**config.mk**
```make
export PLATFORM = sky130hd
export DESIGN_NAME = rv64i_instruction_decoder_top
export DESIGN_NICKNAME = d
export VERILOG_FILES = /design/src/sv/rvid_pkg.sv /design/src/sv/rvid_decode.sv /design/src/sv/rv64i_instruction_decoder_top.sv
export VERILOG_INCLUDE_DIRS = /design/src /design/src/sv
export SDC_FILE = /design/constraint.sdc
export NUM_CORES = 1
export LEC_CHECK = 0
export BUFFER_PORTS_ARGS = -buffer_cell sky130_fd_sc_hd__buf_2
export CAP_MARGIN = 10
export CORE_MARGIN = 2
export CORE_UTILIZATION = 49
export CTS_CLUSTER_DIAMETER = 60
export DETAILED_ROUTE_END_ITERATION = 10
export PLACE_DENSITY_LB_ADDON = 0.05
export RECOVER_POWER = 25
export SLEW_MARGIN = 10
export SYNTH_ARGS = -nofsm -noshare
export SYNTH_HDL_FRONTEND = slang
export SYNTH_HIERARCHICAL = 1
export SYNTH_SLANG_ARGS = --single-unit
```
**constraint.sdc**
```tcl
create_clock -name clk_i -period 2.7 [get_ports clk_i]
set_input_delay 0.54 -clock clk_i [delete_from_list [all_inputs] [get_ports clk_i]]
set_output_delay 0.54 -clock clk_i [all_outputs]
set_load 0.02 [all_outputs]
```
**src/sv/rv64i_instruction_decoder_top_assert.svh**
```systemverilog
// Assertion macros used by the instruction decoder top level.
`ifndef RV64I_INSTRUCTION_DECODER_TOP_ASSERT_SVH
`define RV64I_INSTRUCTION_DECODER_TOP_ASSERT_SVH

// Consequent must hold in the same cycle as the antecedent.
`define RVID_ASSERT_SAME(lbl, clk, rstn, ante, cons, msg) \
  lbl: assert property (@(posedge clk) disable iff (!rstn) (ante) |-> (cons)) \
    else $error(msg);

// Consequent must hold in the cycle after the antecedent.
`define RVID_ASSERT_NEXT(lbl, clk, rstn, ante, cons, msg) \
  lbl: assert property (@(posedge clk) disable iff (!rstn) (ante) |=> (cons)) \
    else $error(msg);

`endif

```
**src/sv/rvid_pkg.sv**
```systemverilog
// Types, encodings and lookup tables for the RV64I instruction decoder.
`timescale 1ns / 1ps
package rvid_pkg;

  // Encoding format classes
  typedef enum logic [2:0] {
    FMT_NONE = 3'd0,
    FMT_R    = 3'd1,
    FMT_I    = 3'd2,
    FMT_S    = 3'd3,
    FMT_B    = 3'd4,
    FMT_U    = 3'd5,
    FMT_J    = 3'd6
  } fmt_e;

  // Major opcodes
  localparam logic [6:0] OPC_LUI      = 7'h37;
  localparam logic [6:0] OPC_AUIPC    = 7'h17;
  localparam logic [6:0] OPC_JAL      = 7'h6F;
  localparam logic [6:0] OPC_JALR     = 7'h67;
  localparam logic [6:0] OPC_BRANCH   = 7'h63;
  localparam logic [6:0] OPC_LOAD     = 7'h03;
  localparam logic [6:0] OPC_STORE    = 7'h23;
  localparam logic [6:0] OPC_OP_IMM   = 7'h13;
  localparam logic [6:0] OPC_OP       = 7'h33;
  localparam logic [6:0] OPC_MISC_MEM = 7'h0F;
  localparam logic [6:0] OPC_SYSTEM   = 7'h73;
  localparam logic [6:0] OPC_OP_IMM32 = 7'h1B;
  localparam logic [6:0] OPC_OP32     = 7'h3B;

  // funct3 codes that the decoder tests by value
  localparam logic [2:0] F3_ZERO = 3'd0;
  localparam logic [2:0] F3_SL   = 3'd1;
  localparam logic [2:0] F3_SD   = 3'd3;
  localparam logic [2:0] F3_SR   = 3'd5;

  // funct7 / funct6 patterns
  localparam logic [6:0] F7_BASE = 7'b0000000;
  localparam logic [6:0] F7_ALT  = 7'b0100000;
  localparam logic [5:0] F6_BASE = 6'b000000;
  localparam logic [5:0] F6_ALT  = 6'b010000;

  // Exact whole-word encodings
  localparam logic [31:0] WORD_FENCE_TSO = 32'b10000011001100000000000000001111;
  localparam logic [31:0] WORD_PAUSE     = 32'b00000001000000000000000000001111;
  localparam logic [31:0] WORD_ECALL     = 32'b00000000000000000000000001110011;
  localparam logic [31:0] WORD_EBREAK    = 32'b00000000000100000000000001110011;

  // Dense operation numbers in listing order
  localparam logic [5:0] OP_LUI    = 6'd0;
  localparam logic [5:0] OP_AUIPC  = 6'd1;
  localparam logic [5:0] OP_JAL    = 6'd2;
  localparam logic [5:0] OP_JALR   = 6'd3;
  localparam logic [5:0] OP_BEQ    = 6'd4;
  localparam logic [5:0] OP_BNE    = 6'd5;
  localparam logic [5:0] OP_BLT    = 6'd6;
  localparam logic [5:0] OP_BGE    = 6'd7;
  localparam logic [5:0] OP_BLTU   = 6'd8;
  localparam logic [5:0] OP_BGEU   = 6'd9;
  localparam logic [5:0] OP_LB     = 6'd10;
  localparam logic [5:0] OP_LH     = 6'd11;
  localparam logic [5:0] OP_LW     = 6'd12;
  localparam logic [5:0] OP_LBU    = 6'd13;
  localparam logic [5:0] OP_LHU    = 6'd14;
  localparam logic [5:0] OP_SB     = 6'd15;
  localparam logic [5:0] OP_SH     = 6'd16;
  localparam logic [5:0] OP_SW     = 6'd17;
  localparam logic [5:0] OP_ADDI   = 6'd18;
  localparam logic [5:0] OP_SLTI   = 6'd19;
  localparam logic [5:0] OP_SLTIU  = 6'd20;
  localparam logic [5:0] OP_XORI   = 6'd21;
  localparam logic [5:0] OP_ORI    = 6'd22;
  localparam logic [5:0] OP_ANDI   = 6'd23;
  localparam logic [5:0] OP_SLLI   = 6'd24;
  localparam logic [5:0] OP_SRLI   = 6'd25;
  localparam logic [5:0] OP_SRAI   = 6'd26;
  localparam logic [5:0] OP_ADD    = 6'd27;
  localparam logic [5:0] OP_SUB    = 6'd28;
  localparam logic [5:0] OP_SLL    = 6'd29;
  localparam logic [5:0] OP_SLT    = 6'd30;
  localparam logic [5:0] OP_SLTU   = 6'd31;
  localparam logic [5:0] OP_XOR    = 6'd32;
  localparam logic [5:0] OP_SRL    = 6'd33;
  localparam logic [5:0] OP_SRA    = 6'd34;
  localparam logic [5:0] OP_OR     = 6'd35;
  localparam logic [5:0] OP_AND    = 6'd36;
  localparam logic [5:0] OP_FENCE  = 6'd37;
  localparam logic [5:0] OP_FTSO   = 6'd38;
  localparam logic [5:0] OP_PAUSE  = 6'd39;
  localparam logic [5:0] OP_ECALL  = 6'd40;
  localparam logic [5:0] OP_EBREAK = 6'd41;
  localparam logic [5:0] OP_LWU    = 6'd42;
  localparam logic [5:0] OP_LD     = 6'd43;
  localparam logic [5:0] OP_SD     = 6'd44;
  localparam logic [5:0] OP_ADDIW  = 6'd45;
  localparam logic [5:0] OP_SLLIW  = 6'd46;
  localparam logic [5:0] OP_SRLIW  = 6'd47;
  localparam logic [5:0] OP_SRAIW  = 6'd48;
  localparam logic [5:0] OP_ADDW   = 6'd49;
  localparam logic [5:0] OP_SUBW   = 6'd50;
  localparam logic [5:0] OP_SLLW   = 6'd51;
  localparam logic [5:0] OP_SRLW   = 6'd52;
  localparam logic [5:0] OP_SRAW   = 6'd53;

  // funct3-indexed operation tables (entry 0 first)
  typedef logic [5:0] op_tab8_t [8];
  typedef logic [5:0] op_tab4_t [4];

  localparam op_tab8_t BRANCH_OPS = '{OP_BEQ, OP_BNE, '0, '0, OP_BLT, OP_BGE, OP_BLTU, OP_BGEU};
  localparam logic [7:0] BRANCH_OK = 8'b1111_0011;
  localparam op_tab8_t LOAD_OPS = '{OP_LB, OP_LH, OP_LW, OP_LD, OP_LBU, OP_LHU, OP_LWU, '0};
  localparam logic [7:0] LOAD_OK = 8'b0111_1111;
  localparam op_tab4_t STORE_OPS = '{OP_SB, OP_SH, OP_SW, OP_SD};
  localparam op_tab8_t OPIMM_OPS =
    '{OP_ADDI, OP_SLLI, OP_SLTI, OP_SLTIU, OP_XORI, OP_SRLI, OP_ORI, OP_ANDI};
  localparam op_tab8_t OP_OPS = '{OP_ADD, OP_SLL, OP_SLT, OP_SLTU, OP_XOR, OP_SRL, OP_OR, OP_AND};

  // Decoded fields of one instruction
  typedef struct packed {
    fmt_e        fmt;
    logic [5:0]  op;
    logic        legal;
    logic [4:0]  rd;
    logic [4:0]  rs1;
    logic [4:0]  rs2;
    logic [20:0] imm;
  } dec_t;

endpackage

```
**src/sv/rvid_decode.sv**
```systemverilog
// Combinational RV64I decode of one registered instruction word.
`timescale 1ns / 1ps
module rvid_decode
  import rvid_pkg::*;
(
  input  logic [31:0] instr_i,
  output dec_t        dec_o
);

  logic [6:0] opc;
  logic [2:0] f3;
  logic [6:0] f7;
  fmt_e       fmt;
  logic [5:0] op;
  logic       ok;

  assign opc = instr_i[6:0];
  assign f3  = instr_i[14:12];
  assign f7  = instr_i[31:25];

  // Classify the word by opcode, funct3 and funct7
  always_comb begin
    fmt = FMT_NONE;
    op  = '0;
    ok  = 1'b0;
    unique case (opc)
      OPC_LUI: begin
        fmt = FMT_U; op = OP_LUI; ok = 1'b1;
      end
      OPC_AUIPC: begin
        fmt = FMT_U; op = OP_AUIPC; ok = 1'b1;
      end
      OPC_JAL: begin
        fmt = FMT_J; op = OP_JAL; ok = 1'b1;
      end
      OPC_JALR: begin
        if (f3 == F3_ZERO) begin
          fmt = FMT_I; op = OP_JALR; ok = 1'b1;
        end
      end
      OPC_BRANCH: begin
        fmt = FMT_B; op = BRANCH_OPS[f3]; ok = BRANCH_OK[f3];
      end
      OPC_LOAD: begin
        fmt = FMT_I; op = LOAD_OPS[f3]; ok = LOAD_OK[f3];
      end
      OPC_STORE: begin
        fmt = FMT_S;
        if (!f3[2]) begin
          op = STORE_OPS[f3[1:0]]; ok = 1'b1;
        end
      end
      OPC_OP_IMM: begin
        fmt = FMT_I; op = OPIMM_OPS[f3];
        priority if (f3 == F3_SL) begin
          ok = (f7[6:1] == F6_BASE);
        end else if (f3 == F3_SR) begin
          if (f7[6:1] == F6_BASE) begin
            ok = 1'b1;
          end else if (f7[6:1] == F6_ALT) begin
            ok = 1'b1; op = OP_SRAI;
          end
        end else begin
          ok = 1'b1;
        end
      end
      OPC_OP: begin
        fmt = FMT_R; op = OP_OPS[f3];
        priority if (f7 == F7_BASE) begin
          ok = 1'b1;
        end else if (f7 == F7_ALT && f3 == F3_ZERO) begin
          ok = 1'b1; op = OP_SUB;
        end else if (f7 == F7_ALT && f3 == F3_SR) begin
          ok = 1'b1; op = OP_SRA;
        end else begin
          ok = 1'b0;
        end
      end
      OPC_MISC_MEM: begin
        if (f3 == F3_ZERO) begin
          fmt = FMT_I; ok = 1'b1;
          priority if (instr_i == WORD_FENCE_TSO) op = OP_FTSO;
          else if (instr_i == WORD_PAUSE) op = OP_PAUSE;
          else op = OP_FENCE;
        end
      end
      OPC_SYSTEM: begin
        fmt = FMT_I;
        if (instr_i == WORD_ECALL) begin
          ok = 1'b1; op = OP_ECALL;
        end else if (instr_i == WORD_EBREAK) begin
          ok = 1'b1; op = OP_EBREAK;
        end
      end
      OPC_OP_IMM32: begin
        fmt = FMT_I;
        priority if (f3 == F3_ZERO) begin
          ok = 1'b1; op = OP_ADDIW;
        end else if (f3 == F3_SL && f7 == F7_BASE) begin
          ok = 1'b1; op = OP_SLLIW;
        end else if (f3 == F3_SR && f7 == F7_BASE) begin
          ok = 1'b1; op = OP_SRLIW;
        end else if (f3 == F3_SR && f7 == F7_ALT) begin
          ok = 1'b1; op = OP_SRAIW;
        end else begin
          ok = 1'b0;
        end
      end
      OPC_OP32: begin
        fmt = FMT_R;
        priority if (f3 == F3_ZERO && f7 == F7_BASE) begin
          ok = 1'b1; op = OP_ADDW;
        end else if (f3 == F3_ZERO && f7 == F7_ALT) begin
          ok = 1'b1; op = OP_SUBW;
        end else if (f3 == F3_SL && f7 == F7_BASE) begin
          ok = 1'b1; op = OP_SLLW;
        end else if (f3 == F3_SR && f7 == F7_BASE) begin
          ok = 1'b1; op = OP_SRLW;
        end else if (f3 == F3_SR && f7 == F7_ALT) begin
          ok = 1'b1; op = OP_SRAW;
        end else begin
          ok = 1'b0;
        end
      end
      default: begin
        fmt = FMT_NONE;
      end
    endcase
  end

  // Extract register fields and pack the raw immediate per format
  always_comb begin
    dec_o       = '0;
    dec_o.fmt   = fmt;
    dec_o.op    = ok ? op : '0;
    dec_o.legal = ok;
    unique case (fmt)
      FMT_R: begin
        dec_o.rd  = instr_i[11:7];
        dec_o.rs1 = instr_i[19:15];
        dec_o.rs2 = instr_i[24:20];
      end
      FMT_I: begin
        dec_o.rd  = instr_i[11:7];
        dec_o.rs1 = instr_i[19:15];
        dec_o.imm = {9'b0, instr_i[31:20]};
      end
      FMT_S: begin
        dec_o.rs1 = instr_i[19:15];
        dec_o.rs2 = instr_i[24:20];
        dec_o.imm = {9'b0, instr_i[31:25], instr_i[11:7]};
      end
      FMT_B: begin
        dec_o.rs1 = instr_i[19:15];
        dec_o.rs2 = instr_i[24:20];
        dec_o.imm = {8'b0, instr_i[31], instr_i[7], instr_i[30:25], instr_i[11:8], 1'b0};
      end
      FMT_U: begin
        dec_o.rd  = instr_i[11:7];
        dec_o.imm = {1'b0, instr_i[31:12]};
      end
      FMT_J: begin
        dec_o.rd  = instr_i[11:7];
        dec_o.imm = {instr_i[31], instr_i[19:12], instr_i[20], instr_i[30:21], 1'b0};
      end
      default: begin
        dec_o.rd = '0;
      end
    endcase
  end

endmodule

```
**src/sv/rv64i_instruction_decoder_top.sv**
```systemverilog
// Top level of the RV64I instruction decoder: input and result registers.
`timescale 1ns / 1ps
// Usage
//   Input: drive instr_word_i and raise start_i; a transaction is taken at
//   each rising edge with start_i high and busy_o low. busy_o stays low, so
//   a new word may be given in every cycle.
//   Output: done_o is high for exactly one cycle with the decoded format,
//   operation number, legal flag, register indexes and raw immediate.
//   The receiver cannot stall; results must be taken as they appear.
// Pipeline and throughput
//   The accepted word is held in the input register, then decoded into
//   the result register, from which the receiver takes it.
//   One word per cycle sustained; the single decode stage between the two
//   registers sets that figure.
// Reset
//   rst_ni low clears the stage valid flags; no result strobe follows
//   reset until a new transaction is accepted. Payload registers are not
//   cleared.
module rv64i_instruction_decoder_top
  import rvid_pkg::*;
(
  input  logic        clk_i,
  input  logic        rst_ni,
  input  logic        start_i,
  output logic        busy_o,
  input  logic [31:0] instr_word_i,
  output logic        done_o,
  output logic [2:0]  format_class_o,
  output logic [5:0]  op_id_o,
  output logic        legal_o,
  output logic [4:0]  rd_index_o,
  output logic [4:0]  rs1_index_o,
  output logic [4:0]  rs2_index_o,
  output logic [20:0] immediate_o
);

  logic        accept;
  logic        in_vld_q;
  logic [31:0] instr_q;
  logic        done_q;
  dec_t        dec;
  dec_t        res_q;

  // Never hold off the sender
  assign busy_o = 1'b0;
  assign accept = start_i && !busy_o;

  // Track which stages carry a transaction
  always_ff @(posedge clk_i or negedge rst_ni) begin
    if (!rst_ni) begin
      in_vld_q <= 1'b0;
      done_q   <= 1'b0;
    end else begin
      in_vld_q <= accept;
      done_q   <= in_vld_q;
    end
  end

  // Capture the instruction word
  always_ff @(posedge clk_i) begin
    if (accept) begin
      instr_q <= instr_word_i;
    end
  end

  rvid_decode u_decode (
    .instr_i (instr_q),
    .dec_o   (dec)
  );

  // Hold the decoded result for its strobe cycle
  always_ff @(posedge clk_i) begin
    if (in_vld_q) begin
      res_q <= dec;
    end
  end

  assign done_o         = done_q;
  assign format_class_o = res_q.fmt;
  assign op_id_o        = res_q.op;
  assign legal_o        = res_q.legal;
  assign rd_index_o     = res_q.rd;
  assign rs1_index_o    = res_q.rs1;
  assign rs2_index_o    = res_q.rs2;
  assign immediate_o    = res_q.imm;

`include "rv64i_instruction_decoder_top_assert.svh"

  `RVID_ASSERT_NEXT(a_accept_to_stage, clk_i, rst_ni, accept, in_vld_q, "accepted word lost")
  `RVID_ASSERT_NEXT(a_stage_to_done, clk_i, rst_ni, in_vld_q, done_o, "result strobe missing")
  `RVID_ASSERT_SAME(a_illegal_op_zero, clk_i, rst_ni, done_o && !legal_o, op_id_o == '0, "illegal op nonzero")
  `RVID_ASSERT_SAME(a_legal_has_fmt, clk_i, rst_ni, done_o && legal_o, format_class_o != FMT_NONE, "legal without format")
  `RVID_ASSERT_SAME(a_none_fields_zero, clk_i, rst_ni, done_o && format_class_o == FMT_NONE, (rd_index_o == '0) && (rs1_index_o == '0) && (rs2_index_o == '0) && (immediate_o == '0), "fields set for unknown opcode")

endmodule
```
==> impl_metrics.json <==
{
  "port_buffers": 81,
  "max_slew_margin": -0.150,
  "syn_nets": 365,
  "synth_cells": 325,
  "nNetsFinal": 469,
  "grt_pass1_vias": 2969,
  "critical_path.max_stage_delay_ns": 0.64,
  "p_per_area_mw_per_mm2": 577,
  "status": "complete, but fails checks",
  "num_antenna_cells": 0,
  "synth_top_area_share": 0.591,
  "ir_worst_vdd_mv": 0.427,
  "place_congestion": 1.02,
  "finalCriticalPeriod_ns": 2.51,
  "tritoncts": "done",
  "synth.area.top_cells": "edfxtp_1 (59%), and2_1 (3.0%), a22o_1 (2.9%)",
  "vias": 3197,
  "cts_htree_levels": 3,
  "postSynthAreaPerCell_um2": 12.2,
  "hpwl_um": 7690,
  "cts_buffer_depth": 2,
  "synth_ff_type": "edfxtp_1",
  "slew_violations": 34,
  "drt-total-wl_um": 10600,
  "holdCritPathClass": "in -> reg",
  "cp.arrival_ns": 2.62,
  "setup_tns_ns": 0,
  "ys_async_sr_fraction": 0.0250,
  "cp-end-kind": "register",
  "overflow": 0,
  "drc_errors": 0,
  "violations": "max-capacitance violations, max-slew violations",
  "vias_per_cell": 5.96,
  "syn_area_mm2": 0.00397,
  "rsz0062_at_grt": "false",
  "die_y_um": 94.0,
  "synth_top_cell_by_area": "edfxtp_1",
  "cts_root_buffer": "clkbuf_8",
  "cp_cell_sequence": "nor2b_1 > and3_4 > a41o_1 > or4_1 > o311a_4 > a21boi_1",
  "tightest_slew_ns": 1.72,
  "io_pins": 83,
  "ys_types": 63,
  "grt_start_max_net_pins": 48,
  "drv_cap": 1,
  "antenna_found_initial": 0,
  "pre_cts_slack_ns": 0.213,
  "start_kind": "register",
  "grt_pass1_wl_um": 16200,
  "crit_fanout": 15,
  "path_clk_slew_ns": 0.09,
  "synth_common_cells": "edfxtp_1 (78), and2_1 (19), nand2_1 (19)",
  "synth_edf_count": 78,
  "cts-resized-gates": 0,
  "drive_above_1_share": 0.304,
  "cp.required_ns": 2.81,
  "clkSinkCount": 80,
  "antenna_left": 0,
  "setup_violations": 0,
  "hold_violations": 0,
  "cts_buffers": 9,
  "ys_warn_count": 6,
  "criticalPathCategory": "reg -> reg",
  "synth_seq_area_share": 0.603,
  "rows": 32,
  "routedWlPerCell_um": 19.8,
  "fin_ws_ns": 0.189,
  "die_w_um": 94.0,
  "skew_ns": 0.00977,
  "coreArea_mm2": 0.00777,
  "post-synth-top-count-cell": "edfxtp_1",
  "crit_slowest_cell": "edfxtp_1",
  "drt_first_pass_iters": 5,
  "start_util": 0.510,
  "clock_latency_ns": 0.35,
  "drt_iter0_markers": 319,
  "period_share": 0.930,
  "grt_util_all_layers": 0.254,
  "fmax_mhz": 398,
  "p_leak_nw": 1.89,
  "synth-seq-cells": 80,
  "area_delta_synth_final_pct": 22.1,
  "die_area_mm2": 0.00883
}
cell type report:
| cell class | count | area (um^2) |
|---|---|---|
| clock inverters | 7 | 76.3 |
| well taps | 102 | 128 |
| fillers | 631 | 2930 |
| repair buffers | 112 | 638 |
| flip-flops and latches | 80 | 2390 |
| multi-input cells | 216 | 1450 |
| clock buffers | 9 | 124 |
| inverters | 10 | 37.5 |
repair_timing:
| action | in CTS | in global routing |
|---|---|---|
| hold endpoints to repair | 2 | 0 |
| setup buffers | 0 | 0 |
| endpoints found under the setup margin | 0 | 0 |
| hold buffers | 1 | 0 |
through the flow:
step	hold WS (ns)	util	power, W	instance area, um^2	cells
final	0.356	0.623	0.00279	4840	536
after global routing	0.334	0.623	0.00289	4840	536
after CTS	0.340	0.624	0.00280	4840	536
after detailed placement	0.330	0.597	0.00192	4630	519
after global placement	0.324	0.597	0.00192	4630	519
after floorplan	0.244	-	0.00175	3970	325
placed cells by master (no fill, tap or decap), types with 3 or more instances in the layout:
cell      instances
nor3_1            8
nor3b_1           3
buf_2            79
ha_1              5
nand3_1          16
nand4_1           6
a221o_1           4
nor4_1            7
clkbuf_8          9
nand2_1          19
o22ai_1           3
buf_4            30
o221ai_1          3
or3_1             3
o21ai_0          17
nor2_1           14
a21boi_0          6
o31a_1            3
and2_1           19
inv_6             3
a21oi_1          11
inv_1             9
o211ai_1          4
edfxtp_1         78
nor2b_1           5
a22o_1           13
worst max-delay path: cells and delay by family, from the launching register on:
kind            cells  cell delay [ns]
compound gates      3             0.71
flops               1             0.64
simple gates        3             0.92
power breakdown:
group / leakage [nW] / internal [W] / switching [W]
sequential: 0.773 / 0.00146 / 0.0000787
clock: 0.0983 / 0.000435 / 0.000458
combinational: 1.01 / 0.000134 / 0.000228
total: 1.89 / 0.00203 / 0.000764
registers in the layout (all words and copies together), names as in the netlist:
register        cells
op_id_o             6
rs2_index_o         5
instr_q            32
immediate_o        21
in_vld_q            1
rd_index_o          5
legal_o             1
rs1_index_o         5
done_o              1
format_class_o      3
final timing paths:
| path | startpoint | endpoint | slack, ns | cells past startpoint |
|---|---|---|---|---|
| worst max register to register | instr_q[6]$_DFFE_PP_ | op_id_o[4]$_DFFE_PP_ | 0.19 | 6 |
| worst min register to register | instr_q[8]$_DFFE_PP_ | rd_index_o[1]$_DFFE_PP_ | 0.60 | 1 |
| max in group asynchronous | rst_ni | in_vld_q$_DFF_PN0_ | 2.05 | 2 |
| worst min-delay path | instr_word_i[16] | instr_q[16]$_DFFE_PP_ | 0.36 | 1 |
| worst max-delay path | instr_q[6]$_DFFE_PP_ | op_id_o[4]$_DFFE_PP_ | 0.19 | 6 |
| min in group asynchronous | rst_ni | done_o$_DFF_PN0_ | 0.51 | 2 |
logic make-up after synthesis:
family	share of synthesized area
AO/OA/AOI/OAI	0.174
XOR/XNOR	0.00442
adder cells (fa/ha/maj)	0.0158
buffers and inverters	0.0322
flip-flops	0.603
multiplexers	0.00252
other	0.000946
AND/OR/NAND/NOR	0.167
per-layer routing:
| metal | share of wire | track usage | vias up | wire length, um |
|---|---|---|---|---|
| met5 | 0 | 0 | - | 0 |
| met4 | 0.027 | 0.0918 | 0 | 287 |
| met3 | 0.085 | 0.0554 | 26 | 901 |
| met2 | 0.46 | 0.383 | 186 | 4850 |
| met1 | 0.43 | 0.363 | 1505 | 4580 |
| li1 | - | - | 1480 | - |
Power figures use the tool's default switching activity.
